`config.mk`:
```
export PLATFORM = sky130hd
export DESIGN_NAME = hla_div
export DESIGN_NICKNAME = d
export VERILOG_FILES = /design/src/design/hla_pkg.sv /design/src/design/hla_div.sv
export SDC_FILE = /design/constraint.sdc
export NUM_CORES = 1
export LEC_CHECK = 0
export BUFFER_PORTS_ARGS = -buffer_cell sky130_fd_sc_hd__buf_2
export CAP_MARGIN = 20
export CORE_ASPECT_RATIO = 0.7
export CORE_MARGIN = 5
export CORE_UTILIZATION = 40
export DETAILED_ROUTE_END_ITERATION = 16
export GPL_ROUTABILITY_DRIVEN = 0
export PLACE_DENSITY_LB_ADDON = 0.3
export SLEW_MARGIN = 20
export SYNTH_ARGS = -nofsm -noshare
export SYNTH_HDL_FRONTEND = slang
export SYNTH_SLANG_ARGS = --single-unit
```
`constraint.sdc`:
```
create_clock -name clk -period 6.5 [get_ports clk]
set_input_delay 0.325 -clock clk [delete_from_list [all_inputs] [get_ports clk]]
set_output_delay 0.325 -clock clk [all_outputs]
set_load 0.01 [all_outputs]
```
`src/design/hla_pkg.sv`:
```
package hla_pkg;

	localparam int CH_W = 8;
	localparam int COLOR_W = 24;
	localparam int DELTA_W = 14;
	localparam int UNIT_W = 17;

	localparam logic [UNIT_W-1:0] ONE_Q16 = 17'd65536;
	localparam logic [UNIT_W-1:0] SIXTH_Q16 = 17'd10923;
	localparam logic [UNIT_W-1:0] THIRD_Q16 = 17'd21845;
	localparam logic [UNIT_W-1:0] HALF_Q16 = 17'd32768;
	localparam logic [UNIT_W-1:0] TWO3_Q16 = 17'd43691;
	localparam logic [UNIT_W-1:0] SAT_GRAY = 17'd66;

	// divider: quotient bits, operand width, steps per stage
	localparam int DIV_QW = 17;
	localparam int DIV_DW = 11;
	localparam int DIV_SPS = 2;
	localparam int DIV_STAGES = (DIV_QW + DIV_SPS - 1) / DIV_SPS;

	typedef enum logic [1:0] {
		SEG_RISE,
		SEG_HIGH,
		SEG_FALL,
		SEG_LOW
	} seg_t;

	function automatic logic [UNIT_W-1:0] clamp_unit(input logic signed [19:0] v);
		if (v < 20'sd0)
			return '0;
		else if (v > 20'sd65536)
			return ONE_Q16;
		else
			return v[UNIT_W-1:0];
	endfunction

endpackage

```
`src/design/hla_div.sv`:
```
module hla_div import hla_pkg::*; (
	input  logic              clk,
	input  logic              adv,
	input  logic [DIV_DW-1:0] num,
	input  logic [DIV_DW-1:0] den,
	output logic [DIV_QW-1:0] quo
);

	// restoring division of num * 2^(DIV_QW-1) by den, num <= den
	logic [DIV_DW-1:0] rem_s [DIV_STAGES];
	logic [DIV_DW-1:0] den_s [DIV_STAGES];
	logic [DIV_QW-1:0] quo_s [DIV_STAGES];

	for (genvar st = 0; st < DIV_STAGES; st++) begin : g_st
		logic [DIV_DW-1:0] rem_in;
		logic [DIV_DW-1:0] den_in;
		logic [DIV_QW-1:0] quo_in;
		logic [DIV_DW-1:0] rem_nx;
		logic [DIV_QW-1:0] quo_nx;

		if (st == 0) begin : g_first
			assign rem_in = num;
			assign den_in = den;
			assign quo_in = '0;
		end else begin : g_rest
			assign rem_in = rem_s[st-1];
			assign den_in = den_s[st-1];
			assign quo_in = quo_s[st-1];
		end

		always_comb begin
			logic [DIV_DW:0] t;
			rem_nx = rem_in;
			quo_nx = quo_in;
			t = '0;
			for (int k = 0; k < DIV_SPS; k++) begin
				if (st * DIV_SPS + k < DIV_QW) begin
					if (st * DIV_SPS + k == 0)
						t = {1'b0, rem_nx};
					else
						t = {rem_nx, 1'b0};
					if (t >= {1'b0, den_in}) begin
						quo_nx[DIV_QW-1-(st*DIV_SPS+k)] = 1'b1;
						t = t - {1'b0, den_in};
					end
					rem_nx = t[DIV_DW-1:0];
				end
			end
		end

		always_ff @(posedge clk) begin
			if (adv) begin
				rem_s[st] <= rem_nx;
				den_s[st] <= den_in;
				quo_s[st] <= quo_nx;
			end
		end
	end

	assign quo = quo_s[DIV_STAGES-1];

endmodule

```
==> run summary <==
Slew @ Worst Pin: 999 ps
Row count: 66
Layout cells sized above 1: 12.5%
Worst skew pair latency: 560 ps
Min Tclk post-route: 5460 ps
Core ar.: 46400 µm²
CTS H-tree depth: 1
Filler Cells Inserted: 4342
CP max-delay cell: a22oi_2
Die height: 191 µm
Largest net degree at the start of global routing: 177
Most common cell after layout, fill and taps aside: edfxtp_1
Gates resized, CTS repair: 0
Worst setup EP type: register
Unrepaired setup endpoints after global routing: false
Vias: 12900
Residual DRC: 0
Number of global-route vias before repair: 12700
Top-area cell type share of the netlist area: 42.5%
Layout Utilization: 44.5%
Root Buffer: clkbuf_16
Fin. Hold Viols: 0
Most frequent cells in the layout: edfxtp_1, ha_1, inv_1
Drt via density: 5.32
Nets@finish: 2003
Clock Skew: 8.89 ps
Commonest register cell after synthesis: edfxtp_1
Sinks on the clock net: 265
Die footprint: 51300 µm²
Worst R2R Start: den_s[0][44]
Area of the multi-input gates: 10100 µm²
Routed WL: 40100 µm
Post-synth top area cell: edfxtp_1
WS Path Type: register to register
Synth warn: 0
Aggregate global-route resource usage: 15.5%
TritonCTS clock tree: yes
Worst Path Required: 6820 ps
Final period util: 84.1%
First-pass GRT wire length: 66100 µm
Worst Setup Start Kind: register
Mapped Area: 18700 µm²
Die span in x: 269 µm
Post-synthesis sequential area ratio: 42.5%
Register bit count reported by yosys: 265
Final setup violation count: 0
Post-Syn Nets: 1945
Setup TNS Final: 0 ps
CP Buf/Inv Count: 0
Reg-to-Reg End: rem_s[0][55]
Routed len/inst: 16.5 µm
Worst hold-check path type: input pin to register
Worst Hold End: den_s[0][0]
Initial antenna violation count: 0
Post-synth EDFFs: 265
Avg Cell Area, Syn: 10.8 µm²
Count of max-cap constraint violations: 0
FFs w/ async S/R, synth: 0%
Drt first pass iters: 5
Hold Crit Start: den[0]
Outcome: finished clean
Worst-case reg-to-reg path depth: 16
Ant. Diodes: 0
Storage cell area: 7960 µm²
Crit path arrival time: 5790 ps
Critical Path Max Stage Delay: 680 ps
CP Cell Sequence: fa_1 > nand2b_1 > o2bb2ai_1 > a21oi_1 > o21ai_0 > a22oi_2 > mux2_2 > ha_1 > or3_1 > a2111oi_2 > o31a_2 > a21oi_2 > or3_1 > nor2_1 > a21oi_1 > and2_1
Detailed placement HPWL: 30400 µm
Clock slew at reported path FFs: 70 ps
P&R area growth vs syn: 10.1%
Fmax: 0.183 GHz
Yosys cell types: 78
Worst-path fanout max: 17
I/O pin total: 41
Synthesized instance count: 1733
Crit path max-delay family: compound AO/OA/AOI/OAI gates
Count of input and output buffers: 40
Num CTS Buffers: 27
Starting Density: 40.4%
Hold Path Stages: 1
Rel. slew slack: 33.4%
Flop2flop setup slack: 1040 ps
Post-route ant nets: 0
Initial DRC Count: 904
GRT overflow: 0
Area contributors post-synth: edfxtp_1, ha_1, xnor2_1
CTS Buffer Depth: 3
Fin. max-slew vios: 0
==> routing by layer <==
layer | track usage (%) | wire, µm | part of all wire (%) | vias up
li1 | - | - | - | 6526
met1 | 23.7 | 21300 | 53 | 6122
met2 | 23.7 | 16700 | 42 | 200
met3 | 2.43 | 1380 | 3.5 | 43
met4 | 2.62 | 693 | 1.7 | 0
met5 | 0 | 0 | 0 | -
==> cell type report <==
type                    count  share of cell area (%)
clock buffers              32                    3.37
clock inverters            17                   0.661
inverters                 138                    2.51
multi-input cells        1294                    49.1
flip-flops and latches    265                    38.6
well taps                 612                    3.71
repair buffers             65                    2.11
==> repair_timing <==
action                     CTS  global route
setup endpoints to repair    0             0
hold buffers                10             0
buffers inserted             0             0
hold endpoints to repair    10             0
==> per-stage QoR <==
stage,cell area (µm²),std cells,hold WS [ps],setup slack (ps)
after floorplan,18700,1733,400,1520
after global placement,19700,2364,401,893
after detailed placement,19700,2364,405,889
after CTS,20600,2423,0.868,840
after global routing,20600,2423,25.9,736
final,20600,2423,36.6,1040
==> state kept, by name, indices dropped and copies added, names as in the netlist <==
| signal | cells |
|---|---|
| quo_s | 89 |
| den_s | 88 |
| rem_s | 88 |
==> how the worst max path moves through the flow <==
stage / end / cells past startpoint / start
after CTS: rem_s[0][34] / 16 / den_s[0][22]
after detailed placement: rem_s[0][34] / 16 / den_s[0][22]
final: rem_s[0][55] / 16 / den_s[0][44]
after floorplan: rem_s[0][15] / 19 / den_s[0][0]
after global routing: rem_s[0][38] / 16 / den_s[0][22]
after global placement: rem_s[0][34] / 16 / den_s[0][22]
==> Yosys cell counts (all sizes together) (10+ instances only) <==
cell type and number:
nor2b 21, clkbuf 21, xor2 24, a21oi 133, edfxtp 265, buf 15, nor3 26, mux2i 80
inv 138, mux2 111, o21ai 88, nor2 114, o21a 24, xnor2 110, or3 18, ha 179
a31oi 15, nand2 89, and2 20, a21o 29, nand2b 19, nand3 28, a211oi 10, o21bai 13
o211ai 12, nor4 14
==> cell families after synthesis <==
logic type | synth area share [%]
AOI/OAI and AO/OA | 13.2
muxes | 11.0
xor gates and xnor gates | 6.26
adders and majority gates | 12.9
DFF | 42.5
and+or+nand+nor | 10.4
buffers and inverters | 3.74
Power is left out: the tool's default activity adds up to more than one toggle a clock period on the data nets, which glitch-free logic cannot reach.
